## src/sv/lpht_pkg.sv

```systemverilog
package lpht_pkg;

  // Table geometry.
  localparam int TABLE_SIZE = 11;
  localparam int IDX_W = $clog2(TABLE_SIZE);
  localparam int CNT_W = $clog2(TABLE_SIZE);

  // Field widths fixed by the interface.
  localparam int LEN_W = 4;
  localparam int KEY_W = 44;
  localparam int REC_W = 32;
  localparam int SLOT_W = 6;
  localparam int DIGITS = KEY_W / 4;

  // Key length limits.
  localparam int MIN_LEN = 2;
  localparam int MAX_LEN = 11;

  // Home slot hashing: (d0 * 10 + d1) mod 11 via a reciprocal multiply.
  localparam int DIGIT_BASE = 10;
  localparam int HOME_MOD = 11;
  localparam int HOME_RECIP = 93;
  localparam int RECIP_SHIFT = 10;

  typedef enum logic [2:0] {
    STATUS_INSERTED  = 3'd0,
    STATUS_DUPLICATE = 3'd1,
    STATUS_FULL      = 3'd2,
    STATUS_FOUND     = 3'd3,
    STATUS_NOT_FOUND = 3'd4,
    STATUS_INVALID   = 3'd5
  } status_t;

  typedef enum logic {
    ACTION_INSERT = 1'b0,
    ACTION_SEARCH = 1'b1
  } action_t;

  typedef enum logic [1:0] {
    ST_IDLE,
    ST_PROBE,
    ST_DONE
  } state_t;

  typedef struct packed {
    action_t            action;
    logic [LEN_W-1:0]   key_length;
    logic [KEY_W-1:0]   key_digits;
    logic [REC_W-1:0]   record_word;
  } lpht_in_t;

  typedef struct packed {
    status_t            status;
    logic [SLOT_W-1:0]  slot_index;
    logic [REC_W-1:0]   found_record;
  } lpht_out_t;

  // One slot as it sits in the memory.
  typedef struct packed {
    logic [LEN_W-1:0]   key_length;
    logic [KEY_W-1:0]   key_digits;
    logic [REC_W-1:0]   record_word;
  } lpht_entry_t;

  localparam int ENTRY_W = $bits(lpht_entry_t);

  // Home slot of a key from its first two decimal digits.
  function automatic logic [3:0] home_slot(input logic [3:0] d0, input logic [3:0] d1);
    logic [6:0]  v;
    logic [13:0] p;
    logic [3:0]  q;
    logic [6:0]  r;
    v = 7'(d0 * 7'(DIGIT_BASE)) + 7'(d1);
    p = 14'(v) * 14'(HOME_RECIP);
    q = p[RECIP_SHIFT +: 4];
    r = v - 7'(q * 7'(HOME_MOD));
    if (r >= 7'(HOME_MOD)) begin
      r = r - 7'(HOME_MOD);
    end
    return r[3:0];
  endfunction

endpackage

```

## src/sv/linear_probe_hash_table.sv

```systemverilog
// Linear-probing hash table for phone-number keys of 2 to 11 BCD digits, with
// TABLE_SIZE slots that each hold a key and a 32-bit record word. An item is an
// insert or a search; every item gives exactly one result beat. A valid key is
// accepted, then probes 1 to TABLE_SIZE slots in turn through the single read
// port of the slot memory, which delivers one slot per cycle, and its result
// then moves to the output register; a rejected key goes from acceptance
// straight to the output register. The next item is taken while the previous
// result still waits on the output. All slots are empty after reset at once,
// tracked by one valid flop per slot, so no clearing pass is needed.
module linear_probe_hash_table import lpht_pkg::*; (
  input  logic      clk,
  input  logic      rst,
  input  logic      in_valid,
  output logic      in_stall,
  input  lpht_in_t  in_data,
  output logic      out_valid,
  input  logic      out_stall,
  output lpht_out_t out_data
);

  state_t                state;
  state_t                state_next;
  lpht_in_t              cur;
  logic [IDX_W-1:0]      pos;
  logic [IDX_W-1:0]      next_pos;
  logic [CNT_W-1:0]      count;
  lpht_out_t             res;
  logic [TABLE_SIZE-1:0] valid;
  logic                  rd_valid;

  logic                  accept;
  logic                  key_ok;
  logic [KEY_W-1:0]      key_kept;
  logic [IDX_W-1:0]      home;
  logic [IDX_W-1:0]      rd_addr;
  logic                  wr_en;
  logic                  out_load;
  logic                  probe_done;
  lpht_out_t             probe_res;
  logic [ENTRY_W-1:0]    rd_bits;
  lpht_entry_t           rd_entry;
  lpht_entry_t           wr_entry;

  assign accept = in_valid && !in_stall;

  // Key check, digit masking and home slot of the incoming item.
  always_comb begin
    logic [3:0] nib;
    key_ok = (in_data.key_length >= LEN_W'(MIN_LEN)) &&
             (in_data.key_length <= LEN_W'(MAX_LEN));
    key_kept = '0;
    for (int i = 0; i < DIGITS; i++) begin
      nib = in_data.key_digits[KEY_W-4-4*i +: 4];
      if (LEN_W'(i) < in_data.key_length) begin
        key_kept[KEY_W-4-4*i +: 4] = nib;
        if (nib > 4'd9) begin
          key_ok = 1'b0;
        end
      end
    end
    home = IDX_W'(home_slot(in_data.key_digits[KEY_W-1 -: 4],
                            in_data.key_digits[KEY_W-5 -: 4]));
  end

  // Probe step: decide on the slot whose data arrives this cycle.
  assign rd_entry = lpht_entry_t'(rd_bits);

  always_comb begin
    logic occupied;
    logic equal;
    occupied = rd_valid && (rd_entry.key_length != '0);
    equal = occupied && (rd_entry.key_length == cur.key_length) &&
            (rd_entry.key_digits == cur.key_digits);
    probe_done = 1'b0;
    probe_res = '{status: STATUS_FULL, slot_index: '0, found_record: '0};
    if (!occupied) begin
      probe_done = 1'b1;
      if (cur.action == ACTION_INSERT) begin
        probe_res.status = STATUS_INSERTED;
        probe_res.slot_index = SLOT_W'(pos);
      end else begin
        probe_res.status = STATUS_NOT_FOUND;
      end
    end else if (equal) begin
      probe_done = 1'b1;
      if (cur.action == ACTION_INSERT) begin
        probe_res.status = STATUS_DUPLICATE;
      end else begin
        probe_res.status = STATUS_FOUND;
        probe_res.slot_index = SLOT_W'(pos);
        probe_res.found_record = rd_entry.record_word;
      end
    end else if (count == CNT_W'(TABLE_SIZE - 1)) begin
      probe_done = 1'b1;
      probe_res.status = (cur.action == ACTION_INSERT) ? STATUS_FULL : STATUS_NOT_FOUND;
    end
  end

  assign next_pos = (pos == IDX_W'(TABLE_SIZE - 1)) ? '0 : pos + 1'b1;

  // Next state.
  always_comb begin
    state_next = state;
    unique case (state)
      ST_IDLE: begin
        if (accept) begin
          state_next = key_ok ? ST_PROBE : ST_DONE;
        end
      end
      ST_PROBE: begin
        if (probe_done) begin
          state_next = ST_DONE;
        end
      end
      ST_DONE: begin
        if (out_load) begin
          state_next = ST_IDLE;
        end
      end
      default: state_next = ST_IDLE;
    endcase
  end

  // Control outputs of the sequencer.
  always_comb begin
    in_stall = (state != ST_IDLE);
    rd_addr = (state == ST_IDLE) ? home : next_pos;
    wr_en = (state == ST_PROBE) && probe_done && (probe_res.status == STATUS_INSERTED);
    out_load = (state == ST_DONE) && (!out_valid || !out_stall);
  end

  always_ff @(posedge clk) begin
    if (rst) begin
      state <= ST_IDLE;
    end else begin
      state <= state_next;
    end
  end

  // Item registers, probe position and count, pending result.
  always_ff @(posedge clk) begin
    if (accept) begin
      cur <= '{action: in_data.action, key_length: in_data.key_length,
               key_digits: key_kept, record_word: in_data.record_word};
      pos <= home;
      count <= '0;
      res <= '{status: STATUS_INVALID, slot_index: '0, found_record: '0};
    end else if (state == ST_PROBE) begin
      pos <= next_pos;
      count <= count + 1'b1;
      if (probe_done) begin
        res <= probe_res;
      end
    end
  end

  // Slot memory and its per-slot valid flops.
  assign wr_entry = '{key_length: cur.key_length, key_digits: cur.key_digits,
                      record_word: cur.record_word};

  lpht_slot_ram #(
    .WIDTH (ENTRY_W),
    .DEPTH (TABLE_SIZE)
  ) u_slot_ram (
    .clk     (clk),
    .wr_en   (wr_en),
    .wr_addr (pos),
    .wr_data (wr_entry),
    .rd_addr (rd_addr),
    .rd_data (rd_bits)
  );

  always_ff @(posedge clk) begin
    if (rst) begin
      valid <= '0;
      rd_valid <= 1'b0;
    end else begin
      if (wr_en) begin
        valid[pos] <= 1'b1;
      end
      rd_valid <= valid[rd_addr];
    end
  end

  // Output register.
  always_ff @(posedge clk) begin
    if (rst) begin
      out_valid <= 1'b0;
    end else if (out_load) begin
      out_valid <= 1'b1;
    end else if (!out_stall) begin
      out_valid <= 1'b0;
    end
  end

  always_ff @(posedge clk) begin
    if (out_load) begin
      out_data <= res;
    end
  end

`ifndef SYNTHESIS
  // An insert never overwrites an occupied slot.
  a_no_overwrite: assert property (@(posedge clk) disable iff (rst)
    wr_en |-> !valid[pos])
    else $error("insert wrote an occupied slot");

  // An accepted item always leaves the idle state.
  a_accept_busy: assert property (@(posedge clk) disable iff (rst)
    accept |=> state != ST_IDLE)
    else $error("accepted item did not start");

  // The probe never walks past the table.
  a_probe_bound: assert property (@(posedge clk) disable iff (rst)
    state == ST_PROBE |-> count <= CNT_W'(TABLE_SIZE - 1))
    else $error("probe count overran the table");

  // Only inserted and found results carry a slot or a record.
  a_zero_fields: assert property (@(posedge clk) disable iff (rst)
    out_valid && out_data.status != STATUS_FOUND && out_data.status != STATUS_INSERTED
    |-> out_data.slot_index == '0 && out_data.found_record == '0)
    else $error("result fields not zero");
`endif

endmodule

```

## src/sv/lpht_slot_ram.sv

```systemverilog
module lpht_slot_ram #(
  parameter int WIDTH = 80,
  parameter int DEPTH = 11
) (
  input  logic                     clk,
  input  logic                     wr_en,
  input  logic [$clog2(DEPTH)-1:0] wr_addr,
  input  logic [WIDTH-1:0]         wr_data,
  input  logic [$clog2(DEPTH)-1:0] rd_addr,
  output logic [WIDTH-1:0]         rd_data
);

  logic [WIDTH-1:0] mem [DEPTH];

  // Single write port.
  always_ff @(posedge clk) begin
    if (wr_en) begin
      mem[wr_addr] <= wr_data;
    end
  end

  // Registered read port.
  always_ff @(posedge clk) begin
    rd_data <= mem[rd_addr];
  end

endmodule
```

## config.mk

```make
export PLATFORM = sky130hd
export DESIGN_NAME = linear_probe_hash_table
export DESIGN_NICKNAME = d
export VERILOG_FILES = /design/src/sv/lpht_pkg.sv /design/src/sv/linear_probe_hash_table.sv /design/src/sv/lpht_slot_ram.sv
export SDC_FILE = /design/constraint.sdc
export NUM_CORES = 2
export LEC_CHECK = 0
export ABC_AREA = 1
export CAP_MARGIN = 20
export CORE_ASPECT_RATIO = 1.1
export CORE_MARGIN = 3
export CORE_UTILIZATION = 49
export DETAILED_ROUTE_END_ITERATION = 16
export DONT_BUFFER_PORTS = 1
export GPL_ROUTABILITY_DRIVEN = 0
export GPL_TIMING_DRIVEN = 0
export PLACE_DENSITY_LB_ADDON = 0.3
export SLEW_MARGIN = 20
export SYNTH_ARGS = -nofsm -noshare
export SYNTH_HDL_FRONTEND = slang
export SYNTH_HIERARCHICAL = 1
export SYNTH_SLANG_ARGS = --single-unit
export TNS_END_PERCENT = 10
```

## constraint.sdc

```tcl
create_clock -name clk -period 21 [get_ports clk]
set_input_delay 4.2 -clock clk [delete_from_list [all_inputs] [get_ports clk]]
set_output_delay 4.2 -clock clk [all_outputs]
set_load 0.01 [all_outputs]
```

; After elaboration in Yosys (flattened, before gate mapping)
; Memory sizes are Yosys's and may differ from the RTL's. A register that Yosys moved wholly into a read port is not among the register bits.
; Index checks and enable logic that the tools add are counted.
[totals]
out_inout_bits = 43
mem_bits_rw = 880
word_cells = 147
memories = 1
inputBits = 85
register_bits = 186
[op_classes]
n_addsub = 5
n_reduce_logical = 20
eq_ne = 10
multipliers = 3
mux = 53
n_bitwise = 1
order_cmp = 28
[mem_list]
columns = memory, depth, word_bits, rd, rd_clocked_by_memory_dff, wr, line_no
row1 = u_slot_ram.mem, 11, 80, 1, 1, 1, lpht_slot_ram.sv:13  ; logic [WIDTH-1:0] mem [DEPTH];
[ops]
columns = operator, n
row1 = $eq 44x44->1, 1
row2 = $gt 4x4->1 const B, 11
row3 = $mux 38, 1
row4 = $mux 36, 1
row5 = $mux 32, 1
row6 = $mux 1, 31
row7 = $mux 4, 6
row8 = $lt 3x4->1 const A, 4
row9 = $mul 7x7->14 const B, 1
row10 = $lt 4x4->1 const A, 3
row11 = $mux 3, 4
row12 = $or 11x11->11, 1
row13 = $lt 4x5->1 const B, 2
row14 = $mux 2, 5
row15 = $logic_and 1x1->1, 9
row16 = $mux 9, 1
row17 = $add 4x1->4 const B, 2
row18 = $eq 4x4->1 const B, 2
row19 = $lt 1x4->1 const A, 2
row20 = $lt 2x4->1 const A, 2
row21 = $add 7x4->7, 1
row22 = $ge 7x4->1 const B, 1
row23 = $mul 4x4->7 const B, 1
row24 = $sub 7x7->7, 1
row25 = 21 further kinds, 26

; Logic depth before layout (Yosys ltp)
[logic_depth]
ltp_word = 27
ltp_mapped = 54
mapped_depth_nobuf = 51

; Cells and area by module
; The synthesis kept the hierarchy.
[by_module_without_submodules]
columns = module, instances, area_each_um2, cells_each, seq_area_each_um2
row1 = lpht_slot_ram, 1, 38660.8, 3322, 28026.9
row2 = linear_probe_hash_table, 1, 9587.9, 1008, 4884.7

; Least setup slack after synthesis
; Ideal clock, no wire load.
[synth_path]
path_kind = input -> register
startpoint = in in_data[73] (netlist bit)
endpoint = reg u_slot_ram.rd_data[0], read port of u_slot_ram.mem
setup_time_ns = 0.117
path_stages = 50
required_time_ns = 20.883
arrival_time_ns = 11.566
n_path_buf = 2
slack_ns = 9.317
cell_sequence = ha_1 ha_1 inv_1 fa_1 xor2_1 inv_1 ha_1 inv_1 fa_1 inv_1 fa_1 ha_1 ha_1 nand2_1 inv_1 nand2_1 nand2_1 a21oi_1 [14 not listed] o211ai_1 inv_1 nand3_1 nand2_1 nand2_1 nand2_2 nand2_4 nand2_2 xnor2_1 nand2_1 nand2_1 inv_2 buf_2 inv_2 buf_1 nand3_1 nand3_1 nand2_1
[synth_via]
elab_chain_cells = 8
word_cells_on_any_way = 9
classes_between = add/sub (3) / mul (3) / order compare (1) / mux (2)
[synth_lines]
columns = item, line_no
row1 = "start, declared", linear_probe_hash_table.sv:15  ; input lpht_in_t in_data,
row2 = $mul 4x3->6 (*), lpht_pkg.sv:73  ; v = 7'(d0 * 7'(DIGIT_BASE)) + 7'(d1);
row3 = $add 7x4->7 (*), lpht_pkg.sv:73
row4 = $mul 7x7->14, lpht_pkg.sv:74  ; p = 14'(v) * 14'(HOME_RECIP);
row5 = $mul 4x4->7, lpht_pkg.sv:76  ; r = v - 7'(q * 7'(HOME_MOD));
row6 = $sub 7x7->7 (*), lpht_pkg.sv:76
row7 = $ge 7x4->1 or $sub 4x4->4 (tied branches), "lpht_pkg.sv:77, lpht_pkg.sv:78"
row8 = $mux 4 (*), lpht_pkg.sv:77  ; if (r >= 7'(HOME_MOD)) begin
row9 = $mux 4 (*), linear_probe_hash_table.sv:127  ; rd_addr = (state == ST_IDLE) ? home : next_pos;
row10 = net rd_addr[2], linear_probe_hash_table.sv:35  ; logic [IDX_W-1:0] rd_addr;
row11 = "end, declared", lpht_slot_ram.sv:10  ; output logic [WIDTH-1:0] rd_data
; The timed path passes the listed nets; every way through them passes the cells marked *.
; A chain may end at the register's enable or synchronous reset.

; Final worst setup path
[layout_path]
startpoint = in in_data[72] (netlist bit)
endpoint = reg u_slot_ram.rd_data[68], read port of u_slot_ram.mem
; The elaborated chain is that of the path after synthesis.

==> results.yml <==
yosys:
  netlist_area_um2: 48200
  ys.warnings.count: 6
  ys_seq_elements: 1142
  synthCells: 4330
  avgSynthCellArea_um2: 11.1
  ys_seq_area_frac: 0.682
  ys_types: 47
setup_path:
  required_ns: 21.57
  max_stage_delay_ns: 0.75
  cp-start-kind: "primary input"
  crit_type: "in2reg"
  critPathSlowestCell: "clkbuf_1"
  cp.arrival_ns: 13.62
  worstPathMaxFanout: 10
  critical_path.most_common_cell: "nand2_1"
  worst_setup_path_end_kind: "flip-flop"
die:
  core_area_um2: 97400
  die_y_um: 335
  placementRows: 120
  die_w_um: 305
  start_util: 0.495
  die_area_um2: 102000
  pin_count: 128
drt:
  via_count: 31600
  postRouteAntennaNets: 0
  drtPass1Iterations: 6
  wirelength_um: 127000
  vias_per_cell: 5.37
  wl_per_cell_um: 21.5
  drt_iter0_markers: 3274
  drc: 0
sta:
  rsz0062_at_grt: "no"
  final.setup.tns_ns: 0
  setup_viol_count_final: 0
  worst_slew_pin_slew_ns: 1.16
  period_minus_slack_ns: 13.06
  slew_violations: 0
  timing.final.crit_share: 0.622
  final-hold-violation-count: 0
  slew_headroom: 0.222
  fin_skew_ns: 0.0217
  max_freq_ghz: 0.0766
placed_design:
  io_buffers: 0
  dp_hpwl_um: 84000
outcome:
  status: "finished clean"
cts:
  htree_levels: 3
  ctsHoldBuffers: 0
  clk_path_buf_depth: 3
  cts_resized: 0
  clk_latency_ns: 0.68
  cts_tree: "built"
  cts_sinks: 1142
  path_clk_slew_ns: 0.06
  cts-root-buf: "clkbuf_16"
  numCtsBuffers: 114
  post_cts_buffers: 0
final_layout:
  area_delta_synth_final_pct: 14.6
  drive_gt1_frac: 0.120
  final_common_cell: "nand2_1"
  final_cell_mix: "1147 x nand2_1, 1004 x edfxtp_1, 648 x inv_1, 629 x nand3_1, 138 x dfxtp_1"
  fin_nets: 4662
job:
  max_cap_viol_count: 0
grt:
  grt_pass1_wl_um: 188000
  antenna_found_initial: 4
  grt_max_degree: 29
  grt_pass1_vias: 30600
  grt_use_total: 0.246
  grt.overflow.total: 0
worst_hold_path:
  min_path_type: "reg2reg"
## flip-flops by register name (all words and copies together) (netlist names)
signal / count
u_slot_ram/mem: 880
cur: 81
u_slot_ram/rd_data: 80
out_data: 39
res: 39
valid: 11
count: 4
pos: 4
state: 2
out_valid: 1
rd_valid: 1
## Yosys cell counts (all sizes together)
library cell	instances	share of area
nand2	1238	0.10
edfxtp	1004	0.62
inv	659	0.051
nand3	632	0.066
buf	167	0.026
dfxtp	138	0.057
nor2	99	0.0081
o211ai	83	0.013
a21oi	64	0.0076
ha	59	0.015
xnor2	36	0.0065
clkbuf	28	0.0022
o21ai	28	0.0030
nand4	20	0.0026
fa	17	0.0071
or2	14	0.0018
xor2	12	0.0022
nor4	10	0.0013
nor3	9	0.00093
a21o	2	0.00031
a31oi	2	0.00057
o21bai	2	0.00031
a211oi	1	0.00016
a21boi	1	0.00023
conb	1	0.000078
nand3b	1	0.00016
nor3b	1	0.00016
o21a	1	0.00018
o31ai	1	0.00016
## worst max-delay path: cells and delay by family
| kind | cells | cell delay (ns) |
|---|---|---|
| AO/OA/AOI/OAI | 3 | 0.38 |
| XOR/XNOR | 3 | 1.18 |
| adder cells (fa/ha/maj) | 11 | 4.04 |
| buffers and inverters | 8 | 1.80 |
| AND/OR/NAND/NOR | 22 | 1.96 |
## final cells by class
type	instances	area [um^2]
fill	7725	42200
sequential	1142	32900
multi-input combinational	2335	11600
clock buffer	162	3390
inverter	659	2480
tap	1281	1600
buffer	195	1350
timing repair buffer	54	1220
clock inverter	55	711
antenna	3	7.51
## through the flow
step	utilization	instance area [um^2]	cells	setup WS (ns)	hold slack, ns
6_report	0.567	55300	5886	7.94	0.434
5_1_grt	0.567	55300	5884	7.46	0.438
4_1_cts	0.567	55300	5883	8.06	0.433
3_5_place_dp	0.525	51200	5666	7.37	0.417
3_3_place_gp	0.512	49900	5612	7.13	0.414
2_1_floorplan	-	48300	4331	9.32	0.403
## path summary, 6_finish.rpt
check / to / slack, ns / depth (start not counted) / start
max: u_slot_ram/rd_data[68] / 7.94 / 47 / in_data[72]
min: out_data[7] / 0.43 / 0 / res[7]
max reg2reg: u_slot_ram/mem[2][78] / 16.25 / 15 / cur[67]
min reg2reg: out_data[7] / 0.43 / 0 / res[7]
## per-layer routing
metal | share of wire | vias up | GRT usage
li1 | - | 14700 | -
met1 | 0.39 | 15200 | 0.317
met2 | 0.47 | 1448 | 0.405
met3 | 0.093 | 264 | 0.0492
met4 | 0.042 | 4 | 0.108
met5 | 0.00018 | - | 0
## cell families after synthesis
family | share of synthesized area
AND/OR/NAND/NOR | 0.182
buffers and inverters | 0.0793
flip-flops | 0.682
XOR/XNOR | 0.00871
adder cells (fa/ha/maj) | 0.0224
other | 0.0000777
AO/OA/AOI/OAI | 0.0254
Power is not shown: default switching activity piles up to over one toggle a cycle in this logic, so the estimate is an artifact.
